--- config.mk ---
export PLATFORM = sky130hd
export DESIGN_NAME = sliding_window_kth_largest_sum
export DESIGN_NICKNAME = d
export VERILOG_FILES = /design/src/rtl/swks_pkg.sv /design/src/rtl/sliding_window_kth_largest_sum.sv /design/src/rtl/swks_cell.sv
export SDC_FILE = /design/constraint.sdc
export NUM_CORES = 2
export LEC_CHECK = 0
export BUFFER_PORTS_ARGS = -buffer_cell sky130_fd_sc_hd__buf_2
export CAP_MARGIN = 40
export CORE_AREA = 2 2 594 596
export CTS_CLUSTER_SIZE = 25
export DETAILED_ROUTE_END_ITERATION = 8
export DIE_AREA = 0 0 596 598
export PLACE_DENSITY_LB_ADDON = 0.05
export SYNTH_ARGS = -nofsm -noshare
export SYNTH_HDL_FRONTEND = slang
export SYNTH_SLANG_ARGS = --single-unit
--- constraint.sdc ---
create_clock -name clk_i -period 34.2 [get_ports clk_i]
set_input_delay 3.42 -clock clk_i [delete_from_list [all_inputs] [get_ports clk_i]]
set_output_delay 3.42 -clock clk_i [all_outputs]
set_load 0.01 [all_outputs]
--- src/rtl/swks_pkg.sv ---
package swks_pkg;

  localparam int unsigned WINDOW_MAX_DEF  = 32;
  localparam int unsigned SAMPLE_BITS_DEF = 16;
  localparam int unsigned CFG_BITS        = 6;
  localparam int unsigned CFG_IDX_BITS    = 1;
  localparam int unsigned SUM_BITS        = 48;

  localparam logic [CFG_IDX_BITS-1:0] REG_WINDOW_LEN = 1'b0;
  localparam logic [CFG_IDX_BITS-1:0] REG_RANK_K     = 1'b1;

  localparam logic [CFG_BITS-1:0] WINDOW_LEN_RST = 6'd8;
  localparam logic [CFG_BITS-1:0] RANK_K_RST     = 6'd1;

  // one command word broadcast along the row of cells
  typedef struct packed {
    logic shift;    // new sample enters at cell 0
    logic load;     // copy held value into the rotating lane, clear counters
    logic count;    // compare against the passing value, rotate the ring
    logic mark;     // load the collect lane with the selected value
    logic collect;  // OR-shift the collect lane towards cell 0
  } cell_cmd_t;

endpackage

--- src/rtl/sliding_window_kth_largest_sum.sv ---
// A beat that leaves the window short of full is taken with no result; ready stays high.
// A beat that fills it gives a result after the load, count, mark, collect and out
// states (out waits while an earlier result is stalled); no new beat is taken meanwhile,
// the work set by the ring of cells: one rotation to rank every value, one pass to collect it.
// Reset (async, active low) empties the window, clears the sum, loads length 8
// and rank 1; no clearing pass.
module sliding_window_kth_largest_sum #(
  parameter int unsigned WINDOW_MAX  = swks_pkg::WINDOW_MAX_DEF,
  parameter int unsigned SAMPLE_BITS = swks_pkg::SAMPLE_BITS_DEF
) (
  input  logic                                   clk_i,
  input  logic                                   rst_ni,
  input  logic                                   cfg_we_i,
  input  logic [swks_pkg::CFG_IDX_BITS-1:0]      cfg_idx_i,
  input  logic [swks_pkg::CFG_BITS-1:0]          cfg_data_i,
  input  logic                                   s_axis_tvalid,
  output logic                                   s_axis_tready,
  // sample
  input  logic [((SAMPLE_BITS+7)/8)*8-1:0]       s_axis_tdata,
  // start_req
  input  logic                                   s_axis_tuser,
  output logic                                   m_axis_tvalid,
  input  logic                                   m_axis_tready,
  // kth_value, total_sum
  output logic [((SAMPLE_BITS+swks_pkg::SUM_BITS+7)/8)*8-1:0] m_axis_tdata
);

  localparam int unsigned CNT_BITS = $clog2(WINDOW_MAX + 1);
  localparam int unsigned SUM_BITS = swks_pkg::SUM_BITS;
  localparam int unsigned OUT_W    = ((SAMPLE_BITS + SUM_BITS + 7) / 8) * 8;

  typedef enum logic [2:0] {
    S_IDLE,
    S_LOAD,
    S_COUNT,
    S_MARK,
    S_COLLECT,
    S_OUT
  } state_e;

  localparam logic signed [SUM_BITS-1:0] SUM_MAX = {1'b0, {(SUM_BITS-1){1'b1}}};
  localparam logic signed [SUM_BITS-1:0] SUM_MIN = {1'b1, {(SUM_BITS-1){1'b0}}};

  logic [swks_pkg::CFG_BITS-1:0] cfg_len_q, cfg_rank_q;
  logic [CNT_BITS-1:0]           len_eff, rank_eff;

  state_e                        state_q, state_d;
  logic [CNT_BITS-1:0]           cnt_q, cnt_d;
  logic [CNT_BITS-1:0]           fill_q, fill_d;
  logic signed [SUM_BITS-1:0]    sum_acc_q, sum_acc_d;
  logic                          m_valid_q, m_valid_d;
  logic signed [SAMPLE_BITS-1:0] kth_q, kth_d;
  logic signed [SUM_BITS-1:0]    sum_out_q, sum_out_d;

  logic                          accept;
  logic                          start;
  logic [CNT_BITS-1:0]           fill_next;
  logic signed [SAMPLE_BITS-1:0] sample;
  logic signed [SAMPLE_BITS-1:0] kth;
  logic signed [SUM_BITS:0]      sum_ext;
  logic signed [SUM_BITS-1:0]    sum_sat;
  swks_pkg::cell_cmd_t           cmd;

  logic signed [SAMPLE_BITS-1:0] value_w [WINDOW_MAX];
  logic signed [SAMPLE_BITS-1:0] rot_w   [WINDOW_MAX];
  logic [SAMPLE_BITS-1:0]        col_w   [WINDOW_MAX];
  logic [WINDOW_MAX-1:0]         hit_w;

  always_ff @(posedge clk_i or negedge rst_ni) begin
    if (!rst_ni) begin
      cfg_len_q  <= swks_pkg::WINDOW_LEN_RST;
      cfg_rank_q <= swks_pkg::RANK_K_RST;
    end else if (cfg_we_i) begin
      case (cfg_idx_i)
        swks_pkg::REG_WINDOW_LEN: cfg_len_q  <= cfg_data_i;
        swks_pkg::REG_RANK_K:     cfg_rank_q <= cfg_data_i;
        default: ;
      endcase
    end
  end

  always_comb begin
    len_eff = CNT_BITS'(cfg_len_q);
    if (cfg_len_q == '0) begin
      len_eff = CNT_BITS'(1);
    end else if (int'(cfg_len_q) > int'(WINDOW_MAX)) begin
      len_eff = CNT_BITS'(WINDOW_MAX);
    end
    rank_eff = CNT_BITS'(cfg_rank_q);
    if (cfg_rank_q == '0) begin
      rank_eff = CNT_BITS'(1);
    end else if (int'(cfg_rank_q) > int'(len_eff)) begin
      rank_eff = len_eff;
    end
  end

  assign sample        = s_axis_tdata[SAMPLE_BITS-1:0];
  assign start         = s_axis_tuser;
  assign s_axis_tready = (state_q == S_IDLE);
  assign accept        = s_axis_tvalid && s_axis_tready;

  always_comb begin
    if (start) begin
      fill_next = CNT_BITS'(1);
    end else if (int'(fill_q) < int'(WINDOW_MAX)) begin
      fill_next = fill_q + 1'b1;
    end else begin
      fill_next = fill_q;
    end
  end

  assign kth     = col_w[0];
  assign sum_ext = (SUM_BITS+1)'(sum_acc_q) + (SUM_BITS+1)'(kth);
  always_comb begin
    sum_sat = sum_ext[SUM_BITS-1:0];
    if (sum_ext[SUM_BITS] != sum_ext[SUM_BITS-1]) begin
      sum_sat = sum_ext[SUM_BITS] ? SUM_MIN : SUM_MAX;
    end
  end

  always_comb begin
    state_d   = state_q;
    cnt_d     = cnt_q;
    fill_d    = fill_q;
    sum_acc_d = sum_acc_q;
    m_valid_d = m_valid_q;
    kth_d     = kth_q;
    sum_out_d = sum_out_q;
    cmd       = '0;
    if (m_axis_tvalid && m_axis_tready) begin
      m_valid_d = 1'b0;
    end
    case (state_q)
      S_IDLE: begin
        if (accept) begin
          cmd.shift = 1'b1;
          fill_d    = fill_next;
          if (start) begin
            sum_acc_d = '0;
          end
          if (fill_next >= len_eff) begin
            state_d = S_LOAD;
          end
        end
      end
      S_LOAD: begin
        cmd.load = 1'b1;
        cnt_d    = '0;
        state_d  = S_COUNT;
      end
      S_COUNT: begin
        cmd.count = 1'b1;
        cnt_d     = cnt_q + 1'b1;
        if (cnt_q == len_eff - 1'b1) begin
          state_d = S_MARK;
        end
      end
      S_MARK: begin
        cmd.mark = 1'b1;
        cnt_d    = '0;
        state_d  = S_COLLECT;
      end
      S_COLLECT: begin
        cmd.collect = 1'b1;
        cnt_d       = cnt_q + 1'b1;
        if (cnt_q == len_eff - 1'b1) begin
          state_d = S_OUT;
        end
      end
      S_OUT: begin
        if (!m_valid_q || m_axis_tready) begin
          m_valid_d = 1'b1;
          kth_d     = kth;
          sum_out_d = sum_sat;
          sum_acc_d = sum_sat;
          state_d   = S_IDLE;
        end
      end
      default: state_d = S_IDLE;
    endcase
  end

  always_ff @(posedge clk_i or negedge rst_ni) begin
    if (!rst_ni) begin
      state_q   <= S_IDLE;
      cnt_q     <= '0;
      fill_q    <= '0;
      sum_acc_q <= '0;
      m_valid_q <= 1'b0;
      kth_q     <= '0;
      sum_out_q <= '0;
    end else begin
      state_q   <= state_d;
      cnt_q     <= cnt_d;
      fill_q    <= fill_d;
      sum_acc_q <= sum_acc_d;
      m_valid_q <= m_valid_d;
      kth_q     <= kth_d;
      sum_out_q <= sum_out_d;
    end
  end

  assign m_axis_tvalid = m_valid_q;
  assign m_axis_tdata  = OUT_W'({sum_out_q, kth_q});

  for (genvar i = 0; i < WINDOW_MAX; i++) begin : g_cell
    logic signed [SAMPLE_BITS-1:0] sample_in;
    logic signed [SAMPLE_BITS-1:0] rot_next;
    logic [SAMPLE_BITS-1:0]        col_next;

    if (i == 0) begin : g_head
      assign sample_in = sample;
    end else begin : g_body
      assign sample_in = value_w[i-1];
    end
    if (i == WINDOW_MAX - 1) begin : g_tail
      assign rot_next = rot_w[0];
      assign col_next = '0;
    end else begin : g_link
      assign rot_next = rot_w[i+1];
      assign col_next = col_w[i+1];
    end

    swks_cell #(
      .INDEX       (i),
      .SAMPLE_BITS (SAMPLE_BITS),
      .CNT_BITS    (CNT_BITS)
    ) u_cell (
      .clk_i      (clk_i),
      .cmd_i      (cmd),
      .len_i      (len_eff),
      .rank_i     (rank_eff),
      .sample_i   (sample_in),
      .rot_next_i (rot_next),
      .rot_wrap_i (rot_w[0]),
      .col_next_i (col_next),
      .value_o    (value_w[i]),
      .rot_o      (rot_w[i]),
      .col_o      (col_w[i]),
      .hit_o      (hit_w[i])
    );
  end

  // after a full rotation at least one cell must hold the ranked value
  a_hit_found: assert property (@(posedge clk_i) disable iff (!rst_ni)
    state_q == S_MARK |-> hit_w != '0)
    else $error("no cell selected after ranking");

  a_valid_from_out: assert property (@(posedge clk_i) disable iff (!rst_ni)
    $rose(m_valid_q) |-> $past(state_q == S_OUT))
    else $error("result raised outside output state");

  a_short_window: assert property (@(posedge clk_i) disable iff (!rst_ni)
    (accept && (fill_next < len_eff)) |=> state_q == S_IDLE && m_valid_q == $past(m_valid_d))
    else $error("beat short of a full window started ranking");

  a_fill_bound: assert property (@(posedge clk_i) disable iff (!rst_ni)
    int'(fill_q) <= int'(WINDOW_MAX))
    else $error("fill count beyond window depth");

  a_out_hold: assert property (@(posedge clk_i) disable iff (!rst_ni)
    (state_q == S_OUT && m_valid_q && !m_axis_tready) |=> state_q == S_OUT)
    else $error("result overwritten while stalled");

endmodule

--- src/rtl/swks_cell.sv ---
module swks_cell #(
  parameter int unsigned INDEX       = 0,
  parameter int unsigned SAMPLE_BITS = swks_pkg::SAMPLE_BITS_DEF,
  parameter int unsigned CNT_BITS    = 6
) (
  input  logic                          clk_i,
  input  swks_pkg::cell_cmd_t           cmd_i,
  input  logic [CNT_BITS-1:0]           len_i,
  input  logic [CNT_BITS-1:0]           rank_i,
  input  logic signed [SAMPLE_BITS-1:0] sample_i,
  input  logic signed [SAMPLE_BITS-1:0] rot_next_i,
  input  logic signed [SAMPLE_BITS-1:0] rot_wrap_i,
  input  logic [SAMPLE_BITS-1:0]        col_next_i,
  output logic signed [SAMPLE_BITS-1:0] value_o,
  output logic signed [SAMPLE_BITS-1:0] rot_o,
  output logic [SAMPLE_BITS-1:0]        col_o,
  output logic                          hit_o
);

  logic signed [SAMPLE_BITS-1:0] value_q, value_d;
  logic signed [SAMPLE_BITS-1:0] rot_q, rot_d;
  logic [SAMPLE_BITS-1:0]        col_q, col_d;
  logic [CNT_BITS-1:0]           gt_q, gt_d;
  logic [CNT_BITS-1:0]           ge_q, ge_d;
  logic                          in_win;
  logic                          wrap;
  logic                          hit;

  assign in_win = int'(len_i) > INDEX;
  assign wrap   = int'(len_i) == INDEX + 1;
  // this cell holds the rank-th largest when fewer than rank values beat it
  // and at least rank values are no smaller
  assign hit    = in_win && (gt_q < rank_i) && (ge_q >= rank_i);

  always_comb begin
    value_d = value_q;
    rot_d   = rot_q;
    col_d   = col_q;
    gt_d    = gt_q;
    ge_d    = ge_q;
    if (cmd_i.shift) begin
      value_d = sample_i;
    end
    if (cmd_i.load) begin
      rot_d = value_q;
      gt_d  = '0;
      ge_d  = '0;
    end
    if (cmd_i.count) begin
      rot_d = wrap ? rot_wrap_i : rot_next_i;
      if (in_win) begin
        if (rot_q > value_q) begin
          gt_d = gt_q + 1'b1;
        end
        if (rot_q >= value_q) begin
          ge_d = ge_q + 1'b1;
        end
      end
    end
    if (cmd_i.mark) begin
      col_d = hit ? value_q : '0;
    end
    if (cmd_i.collect) begin
      col_d = col_q | col_next_i;
    end
  end

  always_ff @(posedge clk_i) begin
    value_q <= value_d;
    rot_q   <= rot_d;
    col_q   <= col_d;
    gt_q    <= gt_d;
    ge_q    <= ge_d;
  end

  assign value_o = value_q;
  assign rot_o   = rot_q;
  assign col_o   = col_q;
  assign hit_o   = hit;

endmodule
* Word level (Yosys, flattened, before mapping) *
Index checks and enable logic that the tools add are counted.

storage, ports and cells
  flip-flop bits (word level) = 2060
  output and inout port bits = 66
  bits of input ports = 29
  word-level logic and storage cells = 1036

operators by class
  mux-type cells = 472
  bitwise gates (word level) = 33
  eq/ne operators = 45
  reductions and logical operators = 85
  add/subtract/negate cells = 68
  magnitude comparators = 164

operators by type and width
  cell                 number
  $mux 16              188
  $mux 6               262
  $ge 16x16->1         32
  $gt 16x16->1         32
  $or 16x16->16        31
  $add 6x1->6 const B  66
  $mux 48              5
  $ge 6x6->1           33
  $lt 6x6->1           32
  $eq 6x5->1 const B   16
  $gt 6x5->1 const B   16
  $pmux 48 s2          1
  $logic_and 1x1->1    66
  $add 48x16->49       1
  $eq 6x4->1 const B   8
  $gt 6x4->1 const B   8
  $eq 6x3->1 const B   4
  $gt 6x3->1 const B   4
  $pmux 3 s6           1
  $mux 3               5
  $eq 6x2->1 const B   2
  $gt 6x1->1 const B   2
  $gt 6x2->1 const B   2
  $logic_not 6->1      2
  other kinds (23)     48

* Longest topological paths before layout *
  depth in word-level cells = 12
  depth in mapped cells = 24
  mapped depth without buffers = 20

* Hierarchy *
From an unflattened synthesis, not the netlist that was laid out.

unflattened totals
  cells, all modules = 11120
  area, all modules = 120302.9 um^2

modules (own cells, without submodules)
  module                          area an instance (um^2)  seq. area each (um^2)  cells each  times used
  sliding_window_kth_largest_sum  9321.4                   3505.9                 1039        1
  swks_cell at g_cell[1].u_cell   3644.7                   1681.6                 324         1
  swks_cell at g_cell[5].u_cell   3631.0                   1681.6                 314         1
  swks_cell at g_cell[0].u_cell   3602.2                   1681.6                 334         1
  swks_cell at g_cell[17].u_cell  3599.7                   1681.6                 329         1
  swks_cell at g_cell[18].u_cell  3595.9                   1681.6                 321         1
  swks_cell at g_cell[20].u_cell  3562.2                   1681.6                 328         1
  swks_cell at g_cell[23].u_cell  3554.7                   1681.6                 327         1
  swks_cell at g_cell[28].u_cell  3544.6                   1681.6                 320         1
  swks_cell at g_cell[11].u_cell  3543.4                   1681.6                 326         1
  swks_cell at g_cell[27].u_cell  3539.6                   1681.6                 324         1
  swks_cell at g_cell[10].u_cell  3523.4                   1681.6                 327         1
  swks_cell at g_cell[16].u_cell  3512.1                   1681.6                 330         1
  swks_cell at g_cell[7].u_cell   3509.6                   1681.6                 319         1
  +19 rows                        -                        -                      -           -

* Worst setup path before layout *
No wires, ideal clock.

  kind = input-to-reg
  start = input s_axis_tvalid
  end = register fill_q[1]
  data arrival time = 27.622 ns
  stages = 3
  path slack = 6.403 ns
  path through = nand2b_1 > nor2_1 > mux2_2

between the ends
  longest elaborated chain between the ends = 2

RTL lines
  element                            line                                   RTL
  from (decl)                        sliding_window_kth_largest_sum.sv:16   input logic s_axis_tvalid,
  $logic_and 1x1->1                  sliding_window_kth_largest_sum.sv:100  assign accept = s_axis_tvalid && s_axis_tready;
  $reduce_and 2->1 (no source line)  -
  to (signal assigned)               sliding_window_kth_largest_sum.sv:195  fill_q <= fill_d;
  to (decl)                          sliding_window_kth_largest_sum.sv:49   logic [CNT_BITS-1:0] fill_q, fill_d;

No other way between the ends.
A chain may end at the register's enable or synchronous reset.

* Worst setup path after layout *
  start = register cfg_len_q[3] in the netlist's numbering
  end = register g_cell[8].u_cell.col_q[11] (data pin)

between the ends
  longest elaborated chain between the ends = 12
  elaborated cells on any way between the ends = 15
  classes of those cells = 5 x order compare; 7 x mux; 3 x reduce/logical

RTL lines
  element                         line                                  RTL
  from (decl)                     sliding_window_kth_largest_sum.sv:44  logic [swks_pkg::CFG_BITS-1:0] cfg_len_q, cfg_rank_q;
  from (signal assigned)          sliding_window_kth_largest_sum.sv:71  cfg_len_q <= swks_pkg::WINDOW_LEN_RST;
  from (signal assigned)          sliding_window_kth_largest_sum.sv:75  swks_pkg::REG_WINDOW_LEN: cfg_len_q <= cfg_data_i;
  $gt 6x6->1                      sliding_window_kth_largest_sum.sv:86  end else if (int'(cfg_len_q) > int'(WINDOW_MAX)) begin
  $mux 6                          sliding_window_kth_largest_sum.sv:86
  $mux 6 *                        sliding_window_kth_largest_sum.sv:84  if (cfg_len_q == '0) begin
  $gt 6x6->1                      sliding_window_kth_largest_sum.sv:92  end else if (int'(cfg_rank_q) > int'(len_eff)) begin
  $mux 6                          sliding_window_kth_largest_sum.sv:92
  $mux 6                          sliding_window_kth_largest_sum.sv:90  if (cfg_rank_q == '0) begin
  $lt 6x6->1                      swks_cell.sv:33                       assign hit = in_win && (gt_q < rank_i) && (ge_q >= rank_i);
  $logic_and 1x1->1               swks_cell.sv:33
  $logic_and 1x1->1 *             swks_cell.sv:33
  $mux 16 *                       swks_cell.sv:61                       col_d = hit ? value_q : '0;
  $mux 16 *                       swks_cell.sv:60                       if (cmd_i.mark) begin
  $mux 16 *                       swks_cell.sv:63                       if (cmd_i.collect) begin
  net g_cell[8].u_cell.col_d[11]  swks_cell.sv:22                       logic [SAMPLE_BITS-1:0] col_q, col_d;
  to (signal assigned)            swks_cell.sv:71                       col_q <= col_d;
  to (decl)                       swks_cell.sv:22

The timed path passes the listed nets; every way through them passes the cells marked *. The select of a mux whose other input is x is not followed.

==> results_dict.tcl <==
set metrics [dict create \
    status "finished, violations left" \
    violations "slew limit" \
    rsz0062_at_grt "false" \
    place_congestion 0.837 \
    setup_tns_ps 0 \
    p_seq_frac 0.391 \
    crit_start "cfg_len_q[3]" \
    fin_crit_ps 6670 \
    nFillCells 34700 \
    grt-ovfl-total 0 \
    hold_path_class "flip-flop to flip-flop" \
    dp_hpwl_mm 260 \
    initial_core_util 0.319 \
    first_iter_violations 5517 \
    combPwrFrac 0.381 \
    finalHoldViolations 0 \
    ys_seq_area_frac 0.513 \
    clock_skew_ps 42.5 \
    cts_made_buffers 273 \
    hold_path.startpoint "sum_out_q[0]" \
    cts_root_buf "clkbuf_16" \
    postSynth.asyncResetShare 0.0680 \
    synth_area_leaders "edfxtp_1, ha_1, dfxtp_1, o21ai_0, mux2i_1" \
    fmax_ghz 0.150 \
    power_mw 12.3 \
    r2r_cells 19 \
    reg2reg_from "cfg_len_q[3]" \
    synth.most_common_cell "edfxtp_1" \
    synth.distinct_cells 100 \
    cap_violations 0 \
    ys.flop_type "edfxtp_1" \
    maxSlewHeadroom -0.144 \
    drtAntennaViolNets 0 \
    cts_tree "built" \
    clock_sinks 2060 \
    place_inst 15000 \
    grt_usage 0.203 \
    drc 0 \
    p_clk_frac 0.229 \
    io_pins 95 \
    total_leakage_power_nw 54.2 \
    antenna_found_initial 11 \
    vias 80300 \
    switching_share 0.412 \
    io_buffers 94 \
    max-clock-path-buffers 4 \
    yosysTopAreaCell "edfxtp_1" \
    netlist_area_um2 112000 \
    ys_ff_latch 2060 \
    crit_arrival_ps 7360 \
    p_int_mw 7.21 \
    die_x_um 596 \
    endpoint_kind "flip-flop" \
    wl_per_cell_um 24.0 \
    crit_type "flip-flop to flip-flop" \
    final-setup-viol-count 0 \
    postCtsHoldBufs 0 \
    coreArea_um2 351000 \
    die-area_um2 356000 \
    grt_pass1_vias 80400 \
    syn_area_per_cell_um2 10.6 \
    grt_pass1_wl_mm 551 \
    die_h_um 598 \
    final_cells 15500 \
    crit_required_ps 34890 \
    post_cts_resized 0 \
    syn_nets 11500 \
    area_growth_pct 13.8 \
    setup.worst_path.start_class "flip-flop" \
    worstMarginPinSlew_ps 1720 \
    placementRows 218 \
    firstDrtPassIters 6 \
    netlist_instances 10500 \
    path_clk_slew_ps 60 \
    routed_wl_mm 370 \
    p_switching_mw 5.05 \
    grt_max_degree 237 \
    ys_top_cells_by_count "edfxtp_1, o21ai_0, nand2_1" \
    finalMaxSlewViolations 110 \
    utilization 0.363 \
    ys_warn_count 0 \
    finalCritPeriodShare 0.195 \
    place_ws_ps 26770 \
    postCtsSetupRepairBufs 0 \
    viasPerCell 5.20 \
    cts.htree.levels 5 \
    synth_edf_count 1536 \
    whs_path_depth 2 \
    power-per-cell-area_nw_per_um2 96.4 \
    finalNetCount 11700 \
    layout_setup_ws_ps 27530 \
    drive_gt1_frac 0.0804 \
    worstSkewPairLatency_ps 900 \
    synth_top_area_frac 0.413 \
    vdd_drop_max_v 0.000105 \
    path_max_fanout 25 \
]
-- cells by family (layout without fill, tap and decap cells) --
| logic type | count (synthesis) | count (layout) | share of synthesized area |
|---|---|---|---|
| flops | 2060 | 2060 | 0.513 |
| buf+inv | 1176 | 1522 | 0.0411 |
| simple gates | 2671 | 2671 | 0.113 |
| xor+xnor | 108 | 108 | 0.00847 |
| other cells | 0 | 2 | 0 |
| fa+ha+maj | 995 | 995 | 0.111 |
| mux | 633 | 633 | 0.0572 |
| compound gates | 2850 | 2850 | 0.156 |
-- layer usage --
layer,track usage,vias to the layer above,wire length (µm)
met1,0.287,39400,179000
met3,0.0240,396,13500
li1,-,39100,-
met5,0,-,17
met4,0.0410,2,7310
met2,0.334,1491,171000
-- registers in the layout, summed over array words and instances (netlist names), 6 cells and up --
name,flops
g_cell.u_cell.col_o,512
g_cell.u_cell.rot_o,512
g_cell.u_cell.value_o,512
g_cell.u_cell.ge_q,192
g_cell.u_cell.gt_q,192
sum_acc_q,48
sum_out_q,48
kth_q,16
cfg_len_q,6
cfg_rank_q,6
cnt_q,6
fill_q,6
-- cell usage in the layout (no fill, tap or decap), types with 96 or more instances in the layout --
cell,n
dfrtp_1,138
mux2i_1,593
buf_2,99
ha_1,994
nand4_1,155
inv_1,692
nor2_1,270
o31ai_1,414
clkbuf_16,287
nor2b_1,146
dfxtp_1,384
nand3_1,291
a21o_1,234
o21a_1,96
nand2_1,1256
buf_4,186
o21ai_0,1396
edfxtp_1,1536
nand2b_1,103
a21oi_1,318
-- power groups by stage --
stage	Clock, mW	Sequential (mW)	Combinational (mW)
3_3_place_gp	0	4.87	4.54
4_1_cts	2.90	4.81	4.72
3_5_place_dp	0	4.84	4.69
6_report	2.80	4.79	4.66
5_1_grt	2.99	4.90	5.24
2_1_floorplan	0	5.00	2.98
-- path summary, 6_finish.rpt --
kind / endpoint / slack (ps)
worst max register to register: g_cell[8].u_cell.col_o[11] / 27530
worst min register to register: sum_out_q[0] / 470
worst min-delay path: sum_out_q[0] / 470
min in group asynchronous: sum_out_q[19] / 2490
worst max-delay path: g_cell[8].u_cell.col_o[11] / 27530
max in group asynchronous: cnt_q[0] / 29900
-- worst max-delay path, cell delays in order, from the launching register on --
cell,delay [ps]
dfstp_2,640
inv_1,140
nor2_1,460
inv_1,160
ha_1,330
and4_1,250
a221oi_2,90
a31oi_1,540
mux2i_1,230
nand2_4,400
buf_4,640
buf_4,560
ha_1,250
a21oi_1,40
nor2b_1,110
o21ai_0,90
nand2b_1,80
a21oi_1,70
or4b_2,910
o31ai_1,340
-- layout make-up --
| class | count | area (µm²) | area share |
|---|---|---|---|
| Sequential cell | 2060 | 57300 | 0.451 |
| Multi-Input combinational cell | 7257 | 50000 | 0.393 |
| Clock buffer | 372 | 7640 | 0.0601 |
| Tap cell | 4620 | 5780 | 0.0454 |
| Timing Repair Buffer | 339 | 2960 | 0.0233 |
| Inverter | 697 | 2620 | 0.0206 |
| Clock inverter | 114 | 841 | 0.00661 |
| Antenna cell | 2 | 5.00 | 0.0000393 |
-- per-stage QoR --
step | cell area [µm²] | hold WS, ps
6_report | 127000 | 468
4_1_cts | 127000 | 470
3_5_place_dp | 119000 | 456
3_3_place_gp | 118000 | 454
2_1_floorplan | 112000 | 440
5_1_grt | 127000 | 483
Note: power is estimated with default switching activity, not from simulation.
